==> src/contour_band_cell_clipper_top_defines.svh <==
// Assertion macros for the files that check themselves.
`ifndef CONTOUR_BAND_CELL_CLIPPER_TOP_DEFINES_SVH
`define CONTOUR_BAND_CELL_CLIPPER_TOP_DEFINES_SVH

// Antecedent implies consequent in the same cycle, outside reset.
`define CBCC_ASSERT_IMPLIES(lbl, ante, cons, msg) \
   lbl: assert property (@(posedge clock) disable iff (reset) (ante) |-> (cons)) \
      else $error(msg);

// Condition holds on every cycle outside reset.
`define CBCC_ASSERT_ALWAYS(lbl, cond, msg) \
   lbl: assert property (@(posedge clock) disable iff (reset) (cond)) \
      else $error(msg);

`endif

==> src/cbcc_pkg.sv <==
package cbcc_pkg;

   localparam int MAX_VERTS = 8;
   localparam int VIDX_W    = 3;
   localparam int NV_W      = 4;

   // heights widened so that the infinity codes sit outside any finite value
   localparam logic signed [41:0] ZPOS_INF = 42'sh100_0000_0000;
   localparam logic signed [41:0] ZNEG_INF = -42'sh100_0000_0000;

   localparam logic [31:0] CODE_NEG_INF = 32'h8000_0000;
   localparam logic [31:0] CODE_POS_INF = 32'h7FFF_FFFF;

   localparam logic [63:0] AREA_MAX = 64'h7FFF_FFFF_FFFF_FFFF;
   localparam logic [63:0] AREA_MIN = 64'h8000_0000_0000_0000;

   // number of quotient steps of the serial interpolator
   localparam logic [5:0] DIV_STEPS = 6'd33;

   typedef enum logic [1:0] {
      KIND_NONE,
      KIND_A1,
      KIND_A2,
      KIND_INTERP
   } cbcc_kind_type;

   // one word between front and back: a vertex job or the end-of-cell mark
   typedef struct packed {
      logic               end_mark;
      logic               swap;
      logic signed [31:0] a_start;
      logic signed [31:0] a_end;
      logic signed [31:0] fixed;
      logic [32:0]        num;
      logic [32:0]        den;
      logic [7:0]         tag;
   } cbcc_req_type;

   typedef enum logic [3:0] {
      ST_FETCH,
      ST_DIV,
      ST_STORE,
      ST_MULA,
      ST_MULB,
      ST_MULC,
      ST_FIN1,
      ST_FIN2,
      ST_RD,
      ST_OUT
   } cbcc_state_type;

endpackage

==> src/cbcc_fifo.sv <==
module cbcc_fifo #(
   parameter int DEPTH = 4
) (
   input  logic                  clock,
   input  logic                  reset,
   input  logic                  push_valid,
   output logic                  push_ready,
   input  cbcc_pkg::cbcc_req_type push_data,
   output logic                  pop_valid,
   input  logic                  pop_ready,
   output cbcc_pkg::cbcc_req_type pop_data,
   output logic [$clog2(DEPTH+1)-1:0] level
);

   localparam int PTR_W = (DEPTH > 1) ? $clog2(DEPTH) : 1;
   localparam int CNT_W = $clog2(DEPTH+1);

   cbcc_pkg::cbcc_req_type slot_ff [DEPTH];
   logic [PTR_W-1:0] wr_ptr_ff, wr_ptr_in;
   logic [PTR_W-1:0] rd_ptr_ff, rd_ptr_in;
   logic [CNT_W-1:0] cnt_ff, cnt_in;
   logic             do_push, do_pop;

   assign push_ready = (cnt_ff != CNT_W'(DEPTH));
   assign pop_valid  = (cnt_ff != '0);
   assign pop_data   = slot_ff[rd_ptr_ff];
   assign level      = cnt_ff;
   assign do_push    = push_valid && push_ready;
   assign do_pop     = pop_valid && pop_ready;

   // advance pointers with wrap
   always_comb begin
      wr_ptr_in = wr_ptr_ff;
      rd_ptr_in = rd_ptr_ff;
      cnt_in    = cnt_ff;
      if (do_push) begin
         wr_ptr_in = (wr_ptr_ff == PTR_W'(DEPTH-1)) ? '0 : wr_ptr_ff + PTR_W'(1);
      end
      if (do_pop) begin
         rd_ptr_in = (rd_ptr_ff == PTR_W'(DEPTH-1)) ? '0 : rd_ptr_ff + PTR_W'(1);
      end
      if (do_push && !do_pop) begin
         cnt_in = cnt_ff + CNT_W'(1);
      end else if (!do_push && do_pop) begin
         cnt_in = cnt_ff - CNT_W'(1);
      end
   end

   always_ff @(posedge clock) begin
      if (reset) begin
         wr_ptr_ff <= '0;
         rd_ptr_ff <= '0;
         cnt_ff    <= '0;
      end else begin
         wr_ptr_ff <= wr_ptr_in;
         rd_ptr_ff <= rd_ptr_in;
         cnt_ff    <= cnt_in;
      end
   end

   // store the word
   always_ff @(posedge clock) begin
      if (do_push) begin
         slot_ff[wr_ptr_ff] <= push_data;
      end
   end

endmodule

==> config.mk <==
export PLATFORM = sky130hd
export DESIGN_NAME = cbcc_fifo
export DESIGN_NICKNAME = d
export VERILOG_FILES = /design/src/contour_band_cell_clipper_top_defines.svh /design/src/cbcc_pkg.sv /design/src/cbcc_fifo.sv
export SDC_FILE = /design/constraint.sdc
export NUM_CORES = 1
export LEC_CHECK = 0
export ABC_AREA = 0
export BUFFER_PORTS_ARGS = -buffer_cell sky130_fd_sc_hd__clkbuf_2
export CORE_ASPECT_RATIO = 0.8
export CORE_UTILIZATION = 45
export DETAILED_ROUTE_END_ITERATION = 8
export HOLD_SLACK_MARGIN = 0.03
export PLACE_DENSITY = 0.65
export SYNTH_ARGS = -nofsm -noshare
export SYNTH_HDL_FRONTEND = slang
export SYNTH_SLANG_ARGS = --single-unit
==> constraint.sdc <==
create_clock -name clock -period 7.75 [get_ports clock]
set_input_delay 1.1625 -clock clock [delete_from_list [all_inputs] [get_ports clock]]
set_output_delay 1.1625 -clock clock [all_outputs]
set_load 0.01 [all_outputs]
-- After elaboration in Yosys (flattened, before gate mapping)
Memory sizes are Yosys's and may differ from the RTL's. A register that Yosys moved wholly into a read port is not among the register bits.
Cells that the tools add are included.
- equal/unequal tests: 3
- $add $sub $neg: 4
- muxes and demuxes: 8
- reduce and logical (&&, ||, !) cells: 8
- operators with widths (kind ; count):
    $mux 2 ; 4
    $mux 3 ; 2
    $add 2x1->2 const B ; 2
    $eq 2x2->1 const B ; 2
    $logic_and 1x1->1 ; 4
    $add 3x1->3 const B ; 1
    $ne 3x3->1 const B ; 1
    $reduce_bool 3->1 ; 1
    $sub 3x1->3 const B ; 1
    $logic_not 1->1 ; 2
    $mux 1 ; 2
    $reduce_bool 2->1 ; 1
- memories kept: 1
- bits in registers: 7
- logic and storage cells: 27
- RAM bits: 688
- input port bits: 176
- memory list (name ; words ; bits a word ; read ports ; clocked after Yosys merged registers in ; wr ports ; RTL line ; source):
    slot_ff ; 4 ; 172 ; 1 ; 1 ; 1 ; cbcc_fifo.sv:18 ; cbcc_pkg::cbcc_req_type slot_ff [DEPTH];

-- Depth between registers and ports, before layout
- word-level depth: 6
- mapped depth: 9

-- Worst setup path before layout
Ideal clock, no wire load.
- kind: input to register
- start point: input port push_valid
- end point: memory slot_ff[2][0] (netlist name) (enable)
- slack: 2.046 ns
- library setup time: 0.554 ns
- cell stages on the path: 1
- required time: 7.196 ns
- arrival: 5.151 ns
- cells stage by stage: and3_1
- cells in the longest elaborated chain, start to end: 3
- ends and longest elaborated chain (what ; RTL line ; source):
    start, declared ; cbcc_fifo.sv:6 ; input logic push_valid,
    $logic_and 1x1->1 ; cbcc_fifo.sv:28 ; assign do_push = push_valid && push_ready;
    $mux 1 ; cbcc_fifo.sv:63 ; if (do_push) begin
    $mux 1 (implied by the code) ; cbcc_fifo.sv:64 ; slot_ff[wr_ptr_ff] <= push_data;
    end, declared ; cbcc_fifo.sv:18 ;
Every way passes these cells.

==> summary.md <==
| Metric | Value |
|---|---|
| Outcome | `finished clean` |
| Worst Path Max Fanout | `50` |
| Area share of the largest cell type after synthesis | `81.8%` |
| Fill cell total of the finished layout | `approximately 4.2k` |
| Number of clock sinks | `~700` |
| RD Place Congestion | `roughly 0.73` |
| Number of cells after detailed placement | `around 2.0k` |
| Primary flip-flop cell chosen by synthesis mapping | `edfxtp_1` |
| Syn_nets | `about 1.1k` |
| Final net count | `~1.5k` |
| Maximum clock path buffer count | `3` |
| Detailed-router iteration count before antenna repair | `4` |
| TritonCTS clock tree | `done` |
| Leakage power | `approximately 0.010 µW` |
| Largest net degree at the start of global routing | `87` |
| Setup-failing EPs final | `0` |
| Ratio of total power to cell area | `323 mW/mm²` |
| Slowest library cell on the worst path | `dfxtp_4` |
| Worst-margin pin slew | `about 1.1 ns` |
| XOR/XNOR share of the synthesized area | `less than 1%` |
| Hold violation total from the final report | `0` |
| Horiz. Die Dim | `roughly 270 µm` |
| Post-synthesis mux area share | `roughly 15%` |
| Fraction of layout cells with a size suffix above 1 | `a little under half` |
| Chain of cells forming the critical path | `buf_4, mux4_2, clkbuf_2` |
| Origin of the critical flop-to-flop path | `level[1]` |
| Global route total overflow | `0` |
| Total Neg Setup Slack | `0 ns` |
| Unrepaired setup endpoints after global routing | `false` |
| Multi-input combinational cell area | `0.00417 mm²` |
| Antenna Violating Nets Remaining | `0` |
| Wire length of the first global-routing pass | `a little over 70000 µm` |
| Worst hold path type | `reg2reg` |
| Final setup skew | `around 0.019 ns` |
| Clock buffer count from CTS | `just under 70` |
| HPWL Detailed | `~28000 µm` |
| Post-synth top area cell | `edfxtp_1` |
| Number of antenna violations at the first check in global routing | `10` |
| Sum of routed wire length over all layers | `~47000 µm` |
| Via count | `about 11k` |
| Core footprint | `roughly 0.055 mm²` |
| Required time of the critical path | `roughly 6.6 ns` |
| Synth Area in Simple Gates | `less than 1%` |
| Total routing resource utilization after global routing | `16.7%` |
| Number of enable flip-flop cells after synthesis | `between 600 and 700` |
| Buffers added on ports | `352` |
| Synth Area per Inst | `approximately 27 µm²` |
| Number of flip-flops and latches in the synthesized netlist | `approximately 700` |
| Iteration-0 DRC count of the detailed router | `roughly 830` |
| Arrival @ worst endpoint | `roughly 3.2 ns` |
| Number of cells on the worst reg-to-reg path | `4` |
| Hold Startpoint | `rd_ptr_ff[0]` |
| Worst rel slew slack | `between 20% and 30%` |
| Master cell of the clock root buffer | `clkbuf_16` |
| Startpoint kind of the worst setup timing path | `flop` |
| Share of synthesized area occupied by flip-flops and latches | `between 80 and 90%` |
| # resized after CTS | `0` |
| Main combinational cell family by area after synthesis | `multiplexers` |
| Kind of critical path | `reg2out` |
| Area enclosed by the die boundary | `between 0.05 and 0.06 mm²` |
| Buffer count from post-CTS setup fixing | `0` |
| Cell row count | `77` |
| Top area cells in the synthesized netlist | `edfxtp_1 82%, mux4_2 15%, dfxtp_1 0.71%` |
| Count of unique library cells instantiated by Yosys | `27` |
| Sequential cell area in the final layout | `between 0.02 and 0.025 mm²` |
| Max IR drop VDD | `0.289 mV` |
| Starting density of the core | `a little under half` |
| Clock-pin slew on the worst setup and hold paths | `0.06 ns` |
| Yosys warning total | `0` |
| Worst-skew pair later-pin latency | `0.58 ns` |
| Synthesized instance count | `roughly 950` |
| Flop2flop setup slack | `between 4 and 5 ns` |
| Crit share post-route | `a little under three fifths` |
| FF-to-FF End | `slot_ff[0][141]` |
| Number of buffers inserted by hold repair at cts | `0` |
| Fmax | `roughly 230 MHz` |
| Area growth from synthesis to final layout | `18.8%` |
| Final Max Tran Viols | `0` |
| Max-capacitance violation count | `0` |
| Capture point of the critical path | `pop_data[127]` |
| Vias per inst | `5.25` |
| Total DRC errors in the routed layout | `0` |
| Overall die height | `roughly 210 µm` |
| Adder and majority gate portion of the synthesized area | `less than 1%` |
| Post-layout min period | `roughly 4.4 ns` |
| CP Capture Type | `output pin` |
| H-tree depth reported by CTS | `3` |
| Post-synthesis async set-or-reset flop share | `0%` |
| Synth Area in Compound Gates | `less than 1%` |
| Top-Level Pins | `~350` |
| Netlist area before placement | `roughly 0.025 mm²` |
| Vias in the first global route | `~12k` |
| Delay of the slowest cell on the worst path | `0.99 ns` |
| Final routed wire length divided by cell count | `between 20 and 25 µm` |
| Final standard cell count with taps included and fillers excluded | `around 2.1k` |
[routing by layer]
| layer | track usage (%) | wire (µm) | up-vias |
|---|---|---|---|
| li1 | - | - | 4926 |
| met1 | 22.8 | 19700 | 5865 |
| met2 | 24.9 | 22000 | 341 |
| met3 | 6.44 | 4240 | 91 |
| met4 | 5.13 | 995 | 16 |
| met5 | 0 | 103 | - |
[synth_stat cells, types with 2 or more instances]
| cell | n |
|---|---|
| edfxtp_1 | 688 |
| mux4_2 | 172 |
| buf_2 | 19 |
| buf_6 | 10 |
| dfxtp_1 | 9 |
| ha_1 | 6 |
| buf_1 | 5 |
| and3_1 | 4 |
| clkbuf_1 | 3 |
| inv_1 | 3 |
| mux2i_1 | 3 |
| nor2_1 | 3 |
| or3_1 | 3 |
| a21oi_1 | 2 |
| buf_4 | 2 |
| nand2b_1 | 2 |
| xor2_1 | 2 |
[cells by family (layout without fill, tap and decap cells)]
kind of cell             count (synthesis)  in the layout
buffers and inverters                   43            488
flip-flops                             697            697
XOR/XNOR                                 2              2
AND/OR/NAND/NOR                         17             17
AO/OA/AOI/OAI                            5              5
multiplexers                           175            175
adder cells (fa/ha/maj)                  7              7
other                                    0              1
[registers in the layout (all words and copies together) (netlist names), named ones only]
signal,flops
wr_ptr_ff,2
level,3
slot_ff,688
rd_ptr_ff,2
[through the flow]
step	setup slack [ns]	hold slack, ns	total power [µW]	util (%)	area (µm²)
after CTS	3.20	0.523	9860	54.2	30000
after global placement	3.83	0.468	6610	50.3	27900
final	3.39	0.513	9710	54.2	30000
after global routing	3.06	0.542	10100	54.2	30000
after floorplan	2.05	0.463	5980	-	25300
after detailed placement	3.84	0.503	6650	50.3	27900
[area by class of cell]
cell class	instances	area share, %
Inverter	3	0.0375
Multi-Input combinational cell	206	13.9
Clock buffer	87	6.29
Tap cell	750	3.13
Timing Repair Buffer	365	6.28
Sequential cell	697	69.5
Antenna cell	1	0.00834
Clock inverter	33	0.913
[report_power, final]
part | internal (µW) | switching (µW)
combinational | 826 | 968
sequential | 4570 | 151
clock | 1880 | 1310
[cells in the final DEF, fill, tap and decap left out, types with 2 or more instances in the layout]
master / instances
clkbuf_16: 73
nand2b_1: 2
nor2_1: 3
xor2_1: 2
or3_1: 3
clkinv_2: 8
clkbuf_2: 352
and3_4: 4
clkbuf_1: 13
dfxtp_4: 2
mux4_2: 172
bufinv_16: 5
buf_12: 2
a21oi_1: 2
mux2i_1: 3
clkinv_1: 18
ha_1: 6
edfxtp_1: 688
inv_1: 3
dfxtp_1: 7
buf_4: 11
[worst max-delay path, delay by kind of cell, from the launching register on]
kind / cells / cell delay (ns)
flops: 1 / 0.99
mux: 1 / 0.61
buf+inv: 2 / 0.90
[worst min path at each step]
stage	to	slack, ns	depth (start not counted)
after floorplan	flop	0.46	2
after global placement	flop	0.47	2
after detailed placement	flop	0.50	2
after CTS	flop	0.52	2
after global routing	flop	0.54	2
final	flop	0.51	2
Note: power is estimated with default switching activity, not from simulation.
