===== src/contour_band_cell_clipper_top_defines.svh =====
// Assertion macros for the files that check themselves.
`ifndef CONTOUR_BAND_CELL_CLIPPER_TOP_DEFINES_SVH
`define CONTOUR_BAND_CELL_CLIPPER_TOP_DEFINES_SVH

// Antecedent implies consequent in the same cycle, outside reset.
`define CBCC_ASSERT_IMPLIES(lbl, ante, cons, msg) \
   lbl: assert property (@(posedge clock) disable iff (reset) (ante) |-> (cons)) \
      else $error(msg);

// Condition holds on every cycle outside reset.
`define CBCC_ASSERT_ALWAYS(lbl, cond, msg) \
   lbl: assert property (@(posedge clock) disable iff (reset) (cond)) \
      else $error(msg);

`endif


===== src/cbcc_pkg.sv =====
package cbcc_pkg;

   localparam int MAX_VERTS = 8;
   localparam int VIDX_W    = 3;
   localparam int NV_W      = 4;

   // heights widened so that the infinity codes sit outside any finite value
   localparam logic signed [41:0] ZPOS_INF = 42'sh100_0000_0000;
   localparam logic signed [41:0] ZNEG_INF = -42'sh100_0000_0000;

   localparam logic [31:0] CODE_NEG_INF = 32'h8000_0000;
   localparam logic [31:0] CODE_POS_INF = 32'h7FFF_FFFF;

   localparam logic [63:0] AREA_MAX = 64'h7FFF_FFFF_FFFF_FFFF;
   localparam logic [63:0] AREA_MIN = 64'h8000_0000_0000_0000;

   // number of quotient steps of the serial interpolator
   localparam logic [5:0] DIV_STEPS = 6'd33;

   typedef enum logic [1:0] {
      KIND_NONE,
      KIND_A1,
      KIND_A2,
      KIND_INTERP
   } cbcc_kind_type;

   // one word between front and back: a vertex job or the end-of-cell mark
   typedef struct packed {
      logic               end_mark;
      logic               swap;
      logic signed [31:0] a_start;
      logic signed [31:0] a_end;
      logic signed [31:0] fixed;
      logic [32:0]        num;
      logic [32:0]        den;
      logic [7:0]         tag;
   } cbcc_req_type;

   typedef enum logic [3:0] {
      ST_FETCH,
      ST_DIV,
      ST_STORE,
      ST_MULA,
      ST_MULB,
      ST_MULC,
      ST_FIN1,
      ST_FIN2,
      ST_RD,
      ST_OUT
   } cbcc_state_type;

endpackage


===== src/cbcc_front.sv =====
module cbcc_front (
   input  logic                   clock,
   input  logic                   reset,
   input  logic                   req_valid,
   output logic                   req_ready,
   input  logic signed [31:0]     req_cell_x_left,
   input  logic signed [31:0]     req_cell_x_right,
   input  logic signed [31:0]     req_cell_y_low,
   input  logic signed [31:0]     req_cell_y_high,
   input  logic signed [31:0]     req_corner_z_ll,
   input  logic signed [31:0]     req_corner_z_rl,
   input  logic signed [31:0]     req_corner_z_lh,
   input  logic signed [31:0]     req_corner_z_rh,
   input  logic signed [31:0]     req_band_low,
   input  logic signed [31:0]     req_band_high,
   input  logic [7:0]             req_band_tag,
   output logic                   push_valid,
   input  logic                   push_ready,
   output cbcc_pkg::cbcc_req_type push_data
);

   logic               busy_ff, busy_in;
   logic [3:0]         slot_ff, slot_in;
   logic signed [31:0] xl_ff, xr_ff, yl_ff, yh_ff;
   logic signed [31:0] zll_ff, zrl_ff, zlh_ff, zrh_ff;
   logic signed [31:0] blo_ff, bhi_ff;
   logic [7:0]         tag_ff;

   logic signed [31:0] a1, a2, fx, z1_raw, z2_raw;
   logic               swap, part, is_mark, en, advance, accept;
   logic signed [41:0] z1, z2, lo, hi;
   logic signed [41:0] f_num, f_den, s_num, s_den;
   cbcc_pkg::cbcc_kind_type f_kind, s_kind, kind;

   // map a height code to the widened scale, infinities outside the finite range
   function automatic logic signed [41:0] zmap(input logic [31:0] raw);
      logic signed [41:0] r;
      if (raw == cbcc_pkg::CODE_NEG_INF) begin
         r = cbcc_pkg::ZNEG_INF;
      end else if (raw == cbcc_pkg::CODE_POS_INF) begin
         r = cbcc_pkg::ZPOS_INF;
      end else begin
         r = {{10{raw[31]}}, raw};
      end
      return r;
   endfunction

   assign req_ready = !busy_ff;
   assign accept    = req_valid && req_ready;
   assign part      = slot_ff[0];
   assign is_mark   = slot_ff[3];

   // select the edge in ring order
   always_comb begin
      case (slot_ff[2:1])
         2'd0: begin
            a1 = xl_ff; a2 = xr_ff; fx = yl_ff; z1_raw = zll_ff; z2_raw = zrl_ff; swap = 1'b0;
         end
         2'd1: begin
            a1 = yl_ff; a2 = yh_ff; fx = xr_ff; z1_raw = zrl_ff; z2_raw = zrh_ff; swap = 1'b1;
         end
         2'd2: begin
            a1 = xr_ff; a2 = xl_ff; fx = yh_ff; z1_raw = zrh_ff; z2_raw = zlh_ff; swap = 1'b0;
         end
         default: begin
            a1 = yh_ff; a2 = yl_ff; fx = xl_ff; z1_raw = zlh_ff; z2_raw = zll_ff; swap = 1'b1;
         end
      endcase
   end

   assign z1 = zmap(z1_raw);
   assign z2 = zmap(z2_raw);
   assign lo = {{10{blo_ff[31]}}, blo_ff};
   assign hi = {{10{bhi_ff[31]}}, bhi_ff};

   // classify both vertices the edge can yield
   always_comb begin
      f_kind = cbcc_pkg::KIND_NONE;
      s_kind = cbcc_pkg::KIND_NONE;
      f_num  = '0;
      f_den  = 42'sd1;
      s_num  = '0;
      s_den  = 42'sd1;
      if (z1 > z2) begin
         f_num = z1 - hi;
         f_den = z1 - z2;
         s_num = lo - z2;
         s_den = z1 - z2;
         if (!(z2 > hi || z1 < lo)) begin
            if (z1 < hi) begin
               f_kind = cbcc_pkg::KIND_A1;
            end else if (z1 == cbcc_pkg::ZPOS_INF) begin
               f_kind = cbcc_pkg::KIND_A2;
            end else if (z2 == cbcc_pkg::ZNEG_INF) begin
               f_kind = cbcc_pkg::KIND_A1;
            end else begin
               f_kind = cbcc_pkg::KIND_INTERP;
            end
            if (z2 == cbcc_pkg::ZNEG_INF) begin
               s_kind = cbcc_pkg::KIND_A1;
            end else if (z2 <= lo) begin
               s_kind = (z1 == cbcc_pkg::ZPOS_INF) ? cbcc_pkg::KIND_A2
                                                    : cbcc_pkg::KIND_INTERP;
            end
         end
      end else if (z1 < z2) begin
         f_num = lo - z1;
         f_den = z2 - z1;
         s_num = z2 - hi;
         s_den = z2 - z1;
         if (!(z2 < lo || z1 > hi)) begin
            if (z1 > lo) begin
               f_kind = cbcc_pkg::KIND_A1;
            end else if (z1 == cbcc_pkg::ZNEG_INF) begin
               f_kind = cbcc_pkg::KIND_A2;
            end else if (z2 == cbcc_pkg::ZPOS_INF) begin
               f_kind = cbcc_pkg::KIND_A1;
            end else begin
               f_kind = cbcc_pkg::KIND_INTERP;
            end
            if (z2 >= hi) begin
               if (z2 == cbcc_pkg::ZPOS_INF) begin
                  s_kind = cbcc_pkg::KIND_A1;
               end else begin
                  s_kind = (z1 == cbcc_pkg::ZNEG_INF) ? cbcc_pkg::KIND_A2
                                                       : cbcc_pkg::KIND_INTERP;
               end
            end
         end
      end else begin
         if (lo <= z1 && z1 <= hi) begin
            f_kind = cbcc_pkg::KIND_A1;
         end
      end
   end

   // build the word for the current slot
   always_comb begin
      kind = part ? s_kind : f_kind;
      en   = is_mark || (kind != cbcc_pkg::KIND_NONE);
      push_data.end_mark = is_mark;
      push_data.swap     = swap;
      push_data.fixed    = fx;
      push_data.tag      = tag_ff;
      push_data.a_end    = part ? a1 : a2;
      push_data.num      = '0;
      push_data.den      = 33'd1;
      case (kind)
         cbcc_pkg::KIND_A1:     push_data.a_start = a1;
         cbcc_pkg::KIND_A2:     push_data.a_start = a2;
         cbcc_pkg::KIND_INTERP: begin
            push_data.a_start = part ? a2 : a1;
            push_data.num     = part ? s_num[32:0] : f_num[32:0];
            push_data.den     = part ? s_den[32:0] : f_den[32:0];
         end
         default:               push_data.a_start = a1;
      endcase
   end

   assign push_valid = busy_ff && en;
   assign advance    = busy_ff && (!en || push_ready);

   // step through the eight vertex slots and the end mark
   always_comb begin
      busy_in = busy_ff;
      slot_in = slot_ff;
      if (accept) begin
         busy_in = 1'b1;
         slot_in = '0;
      end else if (advance) begin
         slot_in = slot_ff + 4'd1;
         if (is_mark) begin
            busy_in = 1'b0;
         end
      end
   end

   always_ff @(posedge clock) begin
      if (reset) begin
         busy_ff <= 1'b0;
         slot_ff <= '0;
      end else begin
         busy_ff <= busy_in;
         slot_ff <= slot_in;
      end
   end

   // hold the cell
   always_ff @(posedge clock) begin
      if (accept) begin
         xl_ff  <= req_cell_x_left;
         xr_ff  <= req_cell_x_right;
         yl_ff  <= req_cell_y_low;
         yh_ff  <= req_cell_y_high;
         zll_ff <= req_corner_z_ll;
         zrl_ff <= req_corner_z_rl;
         zlh_ff <= req_corner_z_lh;
         zrh_ff <= req_corner_z_rh;
         blo_ff <= req_band_low;
         bhi_ff <= req_band_high;
         tag_ff <= req_band_tag;
      end
   end

endmodule


===== config.mk =====
export PLATFORM = sky130hd
export DESIGN_NAME = cbcc_front
export DESIGN_NICKNAME = d
export VERILOG_FILES = /design/src/contour_band_cell_clipper_top_defines.svh /design/src/cbcc_pkg.sv /design/src/cbcc_front.sv
export SDC_FILE = /design/constraint.sdc
export NUM_CORES = 1
export LEC_CHECK = 0
export BUFFER_PORTS_ARGS = -buffer_cell sky130_fd_sc_hd__buf_4
export CELL_PAD_IN_SITES_DETAIL_PLACEMENT = 1
export CELL_PAD_IN_SITES_GLOBAL_PLACEMENT = 1
export CORE_UTILIZATION = 30
export CTS_CLUSTER_DIAMETER = 200
export DETAILED_ROUTE_END_ITERATION = 6
export PLACE_DENSITY = 0.67
export SLEW_MARGIN = 10
export SYNTH_ARGS = -nofsm -noshare
export SYNTH_HDL_FRONTEND = slang
export SYNTH_SLANG_ARGS = --single-unit

===== constraint.sdc =====
create_clock -name clock -period 24.2 [get_ports clock]
set_input_delay 1.21 -clock clock [delete_from_list [all_inputs] [get_ports clock]]
set_output_delay 1.21 -clock clock [all_outputs]
set_load 0.01 [all_outputs]

After elaboration in Yosys (flattened, before gate mapping)
Index checks and enable logic that the tools add are counted.
{"block": "classes", "add_sub_neg": 7, "n_lt_le_gt_ge": 12, "n_reduce_logical": 17, "n_eq_ne": 12, "n_mux": 46}
{"op": "$pmux 32 s3", "n": 5}
{"op": "$mux 33", "n": 7}
{"op": "$mux 42", "n": 4}
{"op": "$gt 42x32->1", "n": 3}
{"op": "$lt 42x32->1", "n": 3}
{"op": "$eq 42x41->1 const B", "n": 2}
{"op": "$eq 42x42->1 const B", "n": 2}
{"op": "$le 42x32->1", "n": 2}
{"op": "$mux 66", "n": 1}
{"op": "$sub 32x33->33", "n": 2}
{"op": "$sub 33x32->33", "n": 2}
{"op": "$sub 33x33->33", "n": 2}
{"op": "$eq 32x31->1 const B", "n": 2}
{"op": "$eq 32x32->1 const B", "n": 2}
{"op": "$mux 32", "n": 2}
{"op": "$pmux 32 s2", "n": 1}
{"op": "$ge 42x32->1", "n": 1}
{"op": "$gt 42x42->1", "n": 1}
{"op": "$le 32x42->1", "n": 1}
{"op": "$lt 42x42->1", "n": 1}
{"op": "$mux 2", "n": 19}
{"op": "$mux 1", "n": 7}
{"op": "$eq 2x2->1 const B", "n": 3}
{"op": "$reduce_bool 2->1", "n": 3}
{"op": "8 further kinds", "n": 16}
{"block": "totals", "elab_cells": 107, "inputBits": 332, "out_inout_bits": 174, "register_bits": 333}

Logic depth before layout (Yosys ltp)
Gate-level depths: netlist (run 1).
{"block": "logic_depth", "word_depth": 20, "ltp_mapped": 28, "ltp_nobuf": 23}

Worst setup path after synthesis (run 1)
No wires, ideal clock.
{"block": "synth_path", "kind": "input -> register", "start": "input req_valid", "end": "register slot_ff[0]", "arrival_ps": 17146, "slack_ps": 6917, "path_buffers": 0, "path_stages": 4, "setup_ps": 137, "t_required_ps": 24063, "path_cell_list": "nor2b_1 nor2_1 nand2_1 mux2i_1"}
{"block": "synth_between", "elab_chain_len": 2}
{"item": "start, declared", "line_no": "cbcc_front.sv:4", "text": "input logic req_valid,"}
{"item": "$logic_and 1x1->1", "line_no": "cbcc_front.sv:49", "text": "assign accept = req_valid && req_ready;"}
{"item": "$reduce_or 2->1 (no source line)"}
{"item": "end signal, assigned", "line_no": "cbcc_front.sv:184", "text": "slot_ff <= slot_in;"}
{"item": "end, declared", "line_no": "cbcc_front.sv:23", "text": "logic [3:0] slot_ff, slot_in;"}
No other way between the ends.
A chain may end at the register's enable or synchronous reset.

==> results of run 1 <==
[power by group]
group | internal, W | switching (W)
clock network | 0.000380 | 0.000269
registers | 0.000675 | 0.0000301
logic | 0.000302 | 0.000487
[cells in the mapped netlist (all sizes together), types with 11 or more instances]
| library cell | number |
|---|---|
| edfxtp | 328 |
| ha | 236 |
| a21oi | 207 |
| inv | 201 |
| nand2 | 200 |
| nor2 | 167 |
| mux4 | 159 |
| o21ai | 117 |
| clkbuf | 102 |
| a21o | 83 |
| mux2 | 68 |
| xnor2 | 67 |
| nor3 | 62 |
| nand4 | 53 |
| a211oi | 47 |
| a31oi | 36 |
| nand3 | 34 |
| buf | 33 |
| xor2 | 30 |
| o21a | 28 |
| o21bai | 28 |
| nor4 | 27 |
| o211ai | 26 |
| and3 | 23 |
| nor2b | 22 |
| a221oi | 21 |
| or3 | 18 |
| nand2b | 17 |
| o22ai | 16 |
| o31ai | 16 |
| a311oi | 14 |
| a221o | 12 |
| a21boi | 11 |
| and4 | 11 |
| mux2i | 11 |
| o221ai | 11 |
[cells by family (layout without fill, tap and decap cells)]
family	count (synthesis)	after routing	share of synthesized area
compound gates	748	748	0.179
xor+xnor	97	97	0.0305
fa+ha+maj	242	242	0.110
buf+inv	337	807	0.0477
flops	333	333	0.358
mux	238	238	0.160
other cells	0	10	0
simple gates	662	662	0.114
[cell type report]
type / instances / share of cell area
Antenna cell: 10 / 0.000730
Clock buffer: 47 / 0.0306
Clock inverter: 29 / 0.0103
Inverter: 202 / 0.0221
Multi-Input combinational cell: 1987 / 0.484
Sequential cell: 333 / 0.291
Tap cell: 1243 / 0.0454
Timing Repair Buffer: 529 / 0.116
[layer usage]
layer,global-route usage,share of wire
met5,0,0.00045
met4,0.0769,0.028
met3,0.0414,0.075
met2,0.422,0.47
met1,0.353,0.43
[state kept, by name, summed over array words and instances, names as in the netlist]
name,cells
xr_ff,32
zrh_ff,32
tag_ff,8
busy_ff,1
zll_ff,32
blo_ff,32
slot_ff,4
zlh_ff,32
zrl_ff,32
yl_ff,32
bhi_ff,32
yh_ff,32
xl_ff,32
[through the flow]
stage | setup slack [ns] | hold WS, ns | cell area [µm²]
detailed placement | 14.24 | 0.566 | 32800
floorplan | 6.92 | 0.491 | 27800
global route | 13.01 | 0.602 | 34300
finish | 13.33 | 0.580 | 34300
global placement | 14.35 | 0.531 | 32800
CTS | 13.53 | 0.576 | 34200
[worst paths after layout]
| kind | startpoint | to | slack, ns | cells after the start |
|---|---|---|---|---|
| max | slot_ff[2] | push_data[41] | 13.33 | 25 |
| min | slot_ff[3] | busy_ff | 0.58 | 1 |
| max reg2reg | slot_ff[2] | slot_ff[3] | 15.79 | 24 |
| min reg2reg | slot_ff[3] | busy_ff | 0.58 | 1 |
[worst max-delay path, cell delays in order, from the launching register on]
cell and delay (ns):
dfxtp_4 0.85, buf_4 0.85, mux4_2 0.49, nand4_1 0.12
nor4_1 0.06, nand2_1 0.23, inv_1 0.09, nor2_2 0.11
buf_4 0.33, nand2_1 0.33, inv_1 0.18, ha_1 0.23
inv_1 0.07, fa_1 0.41, a21o_1 0.21, a221o_1 0.41
o211ai_1 0.47, a211oi_1 0.18, nor4_1 0.51, nor3_1 0.26
nor3_1 0.54, o21bai_1 0.22, a211oi_2 0.54, o21a_1 0.80
o311a_1 0.33, buf_4 0.13
[cells in the final DEF (no fill, tap or decap), types with 12 or more instances in the layout]
| master | instances |
|---|---|
| a311oi_1 | 14 |
| o31ai_1 | 15 |
| mux4_2 | 159 |
| a21oi_1 | 207 |
| a31oi_1 | 36 |
| buf_4 | 528 |
| o21a_1 | 28 |
| o211ai_1 | 26 |
| xnor2_1 | 67 |
| nor3_1 | 62 |
| a221oi_1 | 21 |
| a211oi_1 | 46 |
| ha_1 | 236 |
| nand2_1 | 200 |
| nand4_1 | 53 |
| a221o_1 | 12 |
| edfxtp_1 | 328 |
| nor2_1 | 165 |
| o22ai_1 | 15 |
| a21o_1 | 83 |
| mux2_2 | 36 |
| and3_1 | 23 |
| o21bai_1 | 28 |
| nand2b_1 | 17 |
| nand3_1 | 34 |
| inv_1 | 201 |
| clkbuf_16 | 41 |
| mux2_1 | 32 |
| xor2_1 | 30 |
| nor4_1 | 27 |
| or3_1 | 17 |
| o21ai_0 | 111 |
| nor2b_1 | 21 |
==> results.json, run 1 <==
{
  "status": "finished clean",
  "yosys.area.top_type_share": 0.354,
  "numCtsBuffers": 41,
  "finalWeightedCongestion": 0.949,
  "syn_avg_cell_area_um2": 10.5,
  "grt_pass1_vias": 25100,
  "cts_setup_buffers": 0,
  "setup_viol": 0,
  "fp.dieH_um": 307,
  "max_freq_mhz": 92.0,
  "p_per_area_nw_per_um2": 62.5,
  "worst_ep_required_time_ns": 22.99,
  "drt_iter0_markers": 2219,
  "grt_pass1_wl_mm": 177,
  "syn-instance-count": 2657,
  "stdcell_count": 4380,
  "die_w_um": 307,
  "ys_types": 84,
  "cts_tree": "built",
  "clkSlewWorstSetupHoldPaths_ns": 0.06,
  "final_util": 0.373,
  "ctsResizeCount": 0,
  "antenna_found_initial": 15,
  "yosysTopAreaCell": "edfxtp_1",
  "cp_data_arrival_time_ns": 9.66,
  "ys_ff_latch": 333,
  "cap_violations": 0,
  "dieArea_um2": 94000,
  "h-tree-depth": 2,
  "insertion_delay_ns": 0.63,
  "rows": 111,
  "synth_nets": 3231,
  "post-route-drc-count": 0,
  "slew_violations": 0,
  "setup_tns_ns": 0,
  "synth-edff-count": 328,
  "wl_per_cell_um": 28.7,
  "drt_wl_total_mm": 126,
  "start_util": 0.303,
  "cts_hold_buf": 0,
  "dp.cells": 4294,
  "regArea_um2": 9960,
  "critPathKind": "reg -> out",
  "critPathMaxFanout": 65,
  "port_buffers": 505,
  "worst_setup_path_start_kind": "flip-flop",
  "vias": 25200,
  "hold_path.class": "reg -> reg",
  "yosys_warnings": 0,
  "cts_root_buffer": "clkbuf_16",
  "cts_buffer_depth": 3,
  "fillers": 10300,
  "skew_ns": 0.0319,
  "synthFlopType": "edfxtp_1",
  "routed_via_density": 5.76,
  "tightest_slew_ns": 1.07,
  "overflow": 0,
  "slew_headroom": 0.284,
  "io_pins": 506,
  "finalHoldViolCount": 0,
  "fin_crit_sh": 0.449,
  "multiInputGateArea_um2": 16600,
  "seq_area_frac_synth": 0.358,
  "drive_gt1_frac": 0.262,
  "irDropWorstVdd_mv": 0.0555,
  "syn_to_final_growth_pct": 23.2,
  "rsz0062_at_grt": "false",
  "first_pass_iters": 5,
  "core-area_um2": 91800,
  "fin_crit_ns": 10.87,
  "grt_max_degree": 131,
  "synth-async-reset-ratio": 0,
  "hpwl_mm": 103,
  "grt.total_usage": 0.259,
  "worstSetupEndpointType": "primary output",
  "drtAntennaViolNets": 0,
  "nNetsFinal": 3668,
  "clock_sinks": 333,
  "synthTopCellsByArea": "edfxtp_1 35%, mux4_2 13%, ha_1 11%, a21oi_1 3.7%, inv_1 2.7%",
  "synth_area_um2": 27800,
  "p_total_w": 0.00214,
  "p_leak_nw": 13.9
}
No activity file was read; power rests on OpenSTA's default activity.
==> inputs of run 2 (changes only) <==
Settings changed: PLACE_DENSITY 0.67 to 0.69.
Clock period 24.2 ns to 9.97 ns, I/O delays scaled along.
==> run 2 against run 1 <==
- sequential share of layout area fell by 0.19 points
- combinational power rose by 140%
- cell area is 0.65% higher
- clock power grew to 2.6 times the previous value
- sequential power increased by 140%
- total power is 150% higher
- flip-flop and latch count unchanged
- clock skew rose by 0.0035 ns
- utilization grew 0.24 points
- worst hold slack worse by 0.52 ns
- critical endpoint is now push_data[59]
==> results.json, run 2 (same netlist as run 1, synthesis figures left out) <==
{
  "max_freq_mhz": 107,
  "clkSlewWorstSetupHoldPaths_ns": 0.06,
  "drive_gt1_frac": 0.267,
  "antenna_found_initial": 11,
  "nNetsFinal": 3679,
  "final_util": 0.376,
  "cp_top_family": "compound AO/OA/AOI/OAI gates",
  "cts_buffer_depth": 3,
  "wl_per_cell_um": 28.3,
  "worstSetupEndpointType": "primary output",
  "power.share.switching": 0.358,
  "core-area_um2": 91800,
  "skew_ns": 0.0354,
  "critPathKind": "reg -> out",
  "rsz0062_at_grt": "false",
  "worst_setup_path_start_kind": "flip-flop",
  "die_w_um": 307,
  "final_cell_mix": "535 x buf_4, 328 x edfxtp_1, 236 x ha_1",
  "slew_violations": 0,
  "io_pins": 506,
  "numCtsBuffers": 41,
  "grt_pass1_vias": 25200,
  "overflow": 0,
  "port_buffers": 505,
  "worst_ep_required_time_ns": 9.47,
  "p_sw_w": 0.00190,
  "cp_data_arrival_time_ns": 8.87,
  "drt_iter0_markers": 2280,
  "finalWeightedCongestion": 0.971,
  "crit_chain": "buf_12, mux4_2, nor4_1, nand4_1, nor2_1, nor2_2, nand2_1, inv_1, fa_1, a211oi_1, o211ai_1, a221o_1, a21o_1, a31oi_2, o22ai_4, nor3_1, a221oi_1, a211oi_4, o21a_1, and3_1, buf_4",
  "h-tree-depth": 2,
  "max_stage_delay_ns": 0.76,
  "p_per_area_nw_per_um2": 154,
  "combPwrFrac": 0.362,
  "p_seq_frac": 0.322,
  "clockPowerShare": 0.316,
  "cts_hold_buf": 0,
  "fin_crit_sh": 0.940,
  "fillers": 10300,
  "finalHoldViolCount": 0,
  "cts_root_buffer": "clkbuf_16",
  "tightest_slew_ns": 1.09,
  "p_total_w": 0.00531,
  "crit_buf_inv": 3,
  "start_util": 0.303,
  "setup_viol": 0,
  "hpwl_mm": 101,
  "crit_slowest_cell": "o21a_1",
  "fin_crit_ns": 9.37,
  "clock_sinks": 333,
  "drt_wl_total_mm": 124,
  "irDropWorstVdd_mv": 0.125,
  "fp.dieH_um": 307,
  "dieArea_um2": 94000,
  "setup_tns_ns": 0,
  "insertion_delay_ns": 0.61,
  "hold_path.class": "in -> reg",
  "slew_headroom": 0.270,
  "critPathMaxFanout": 36,
  "syn_to_final_growth_pct": 24.0,
  "cap_violations": 0,
  "p_leak_nw": 14.0,
  "cts_tree": "built",
  "status": "finished clean",
  "first_pass_iters": 5,
  "final_common_cell": "buf_4",
  "grt_pass1_wl_mm": 176,
  "vias": 25200,
  "intPower_w": 0.00340,
  "post-route-drc-count": 0,
  "drtAntennaViolNets": 0,
  "rows": 111,
  "routed_via_density": 5.73,
  "grt_max_degree": 167,
  "grt.total_usage": 0.257
}
run 2: cell count changes in the layout (fill, tap and decap cells not counted), sizes merged, moves of 2 or more:
cell      delta
buf         +10
bufinv       +4
clkbuf       -2
clkinv       +2
clkinvlp     -3
run 2: area by class of cell:
| class | instances | area, µm² | area share |
|---|---|---|---|
| inverter | 202 | 758 | 0.0220 |
| multi-input combinational | 1988 | 16600 | 0.482 |
| sequential | 333 | 9960 | 0.289 |
| timing repair buffer | 539 | 4100 | 0.119 |
| clock buffer | 45 | 1040 | 0.0302 |
| clock inverter | 31 | 444 | 0.0129 |
| tap | 1243 | 1560 | 0.0451 |
| antenna | 10 | 25.0 | 0.000725 |
run 2: timing repair:
action,CTS,global route
gates resized for setup,0,3
buffers inserted,0,4
setup endpoints to repair,0,53
run 2: power groups by stage:
stage	clock (W)	combinational, W	sequential [W]
2_1_floorplan	0	0.00114	0.00170
3_3_place_gp	0	0.00186	0.00173
3_5_place_dp	0	0.00187	0.00174
4_1_cts	0.00173	0.00188	0.00171
5_1_grt	0.00177	0.00204	0.00172
6_report	0.00167	0.00192	0.00171
run 2: metrics by stage:
| step | cell area (µm²) | worst slack, ns | hold slack, ns | instances |
|---|---|---|---|---|
| 5_1_grt | 34500 | 0.156 | 0.0291 | 4389 |
| 2_1_floorplan | 27800 | 3.37 | 0.491 | 2657 |
| 4_1_cts | 34400 | 0.440 | 0.0169 | 4376 |
| 3_3_place_gp | 32900 | 1.34 | 0.525 | 4300 |
| 3_5_place_dp | 32900 | 1.13 | 0.532 | 4300 |
| 6_report | 34500 | 0.598 | 0.0604 | 4391 |
run 2: final timing paths:
path | from | endpoint | slack (ns) | cells past startpoint
setup / recovery | slot_ff[1] | push_data[59] | 0.60 | 21
hold / removal | req_band_low[12] | blo_ff[12] | 0.06 | 1
setup reg to reg | slot_ff[1] | slot_ff[3] | 2.32 | 20
hold reg to reg | slot_ff[3] | busy_ff | 0.54 | 1
run 2: per-layer routing:
layer / routed length [µm] / up-vias / GRT usage
li1: - / 11200 / -
met1: 53800 / 12800 / 0.348
met2: 57500 / 1059 / 0.411
met3: 9170 / 167 / 0.0490
met4: 3980 / 4 / 0.0828
met5: 31 / - / 0
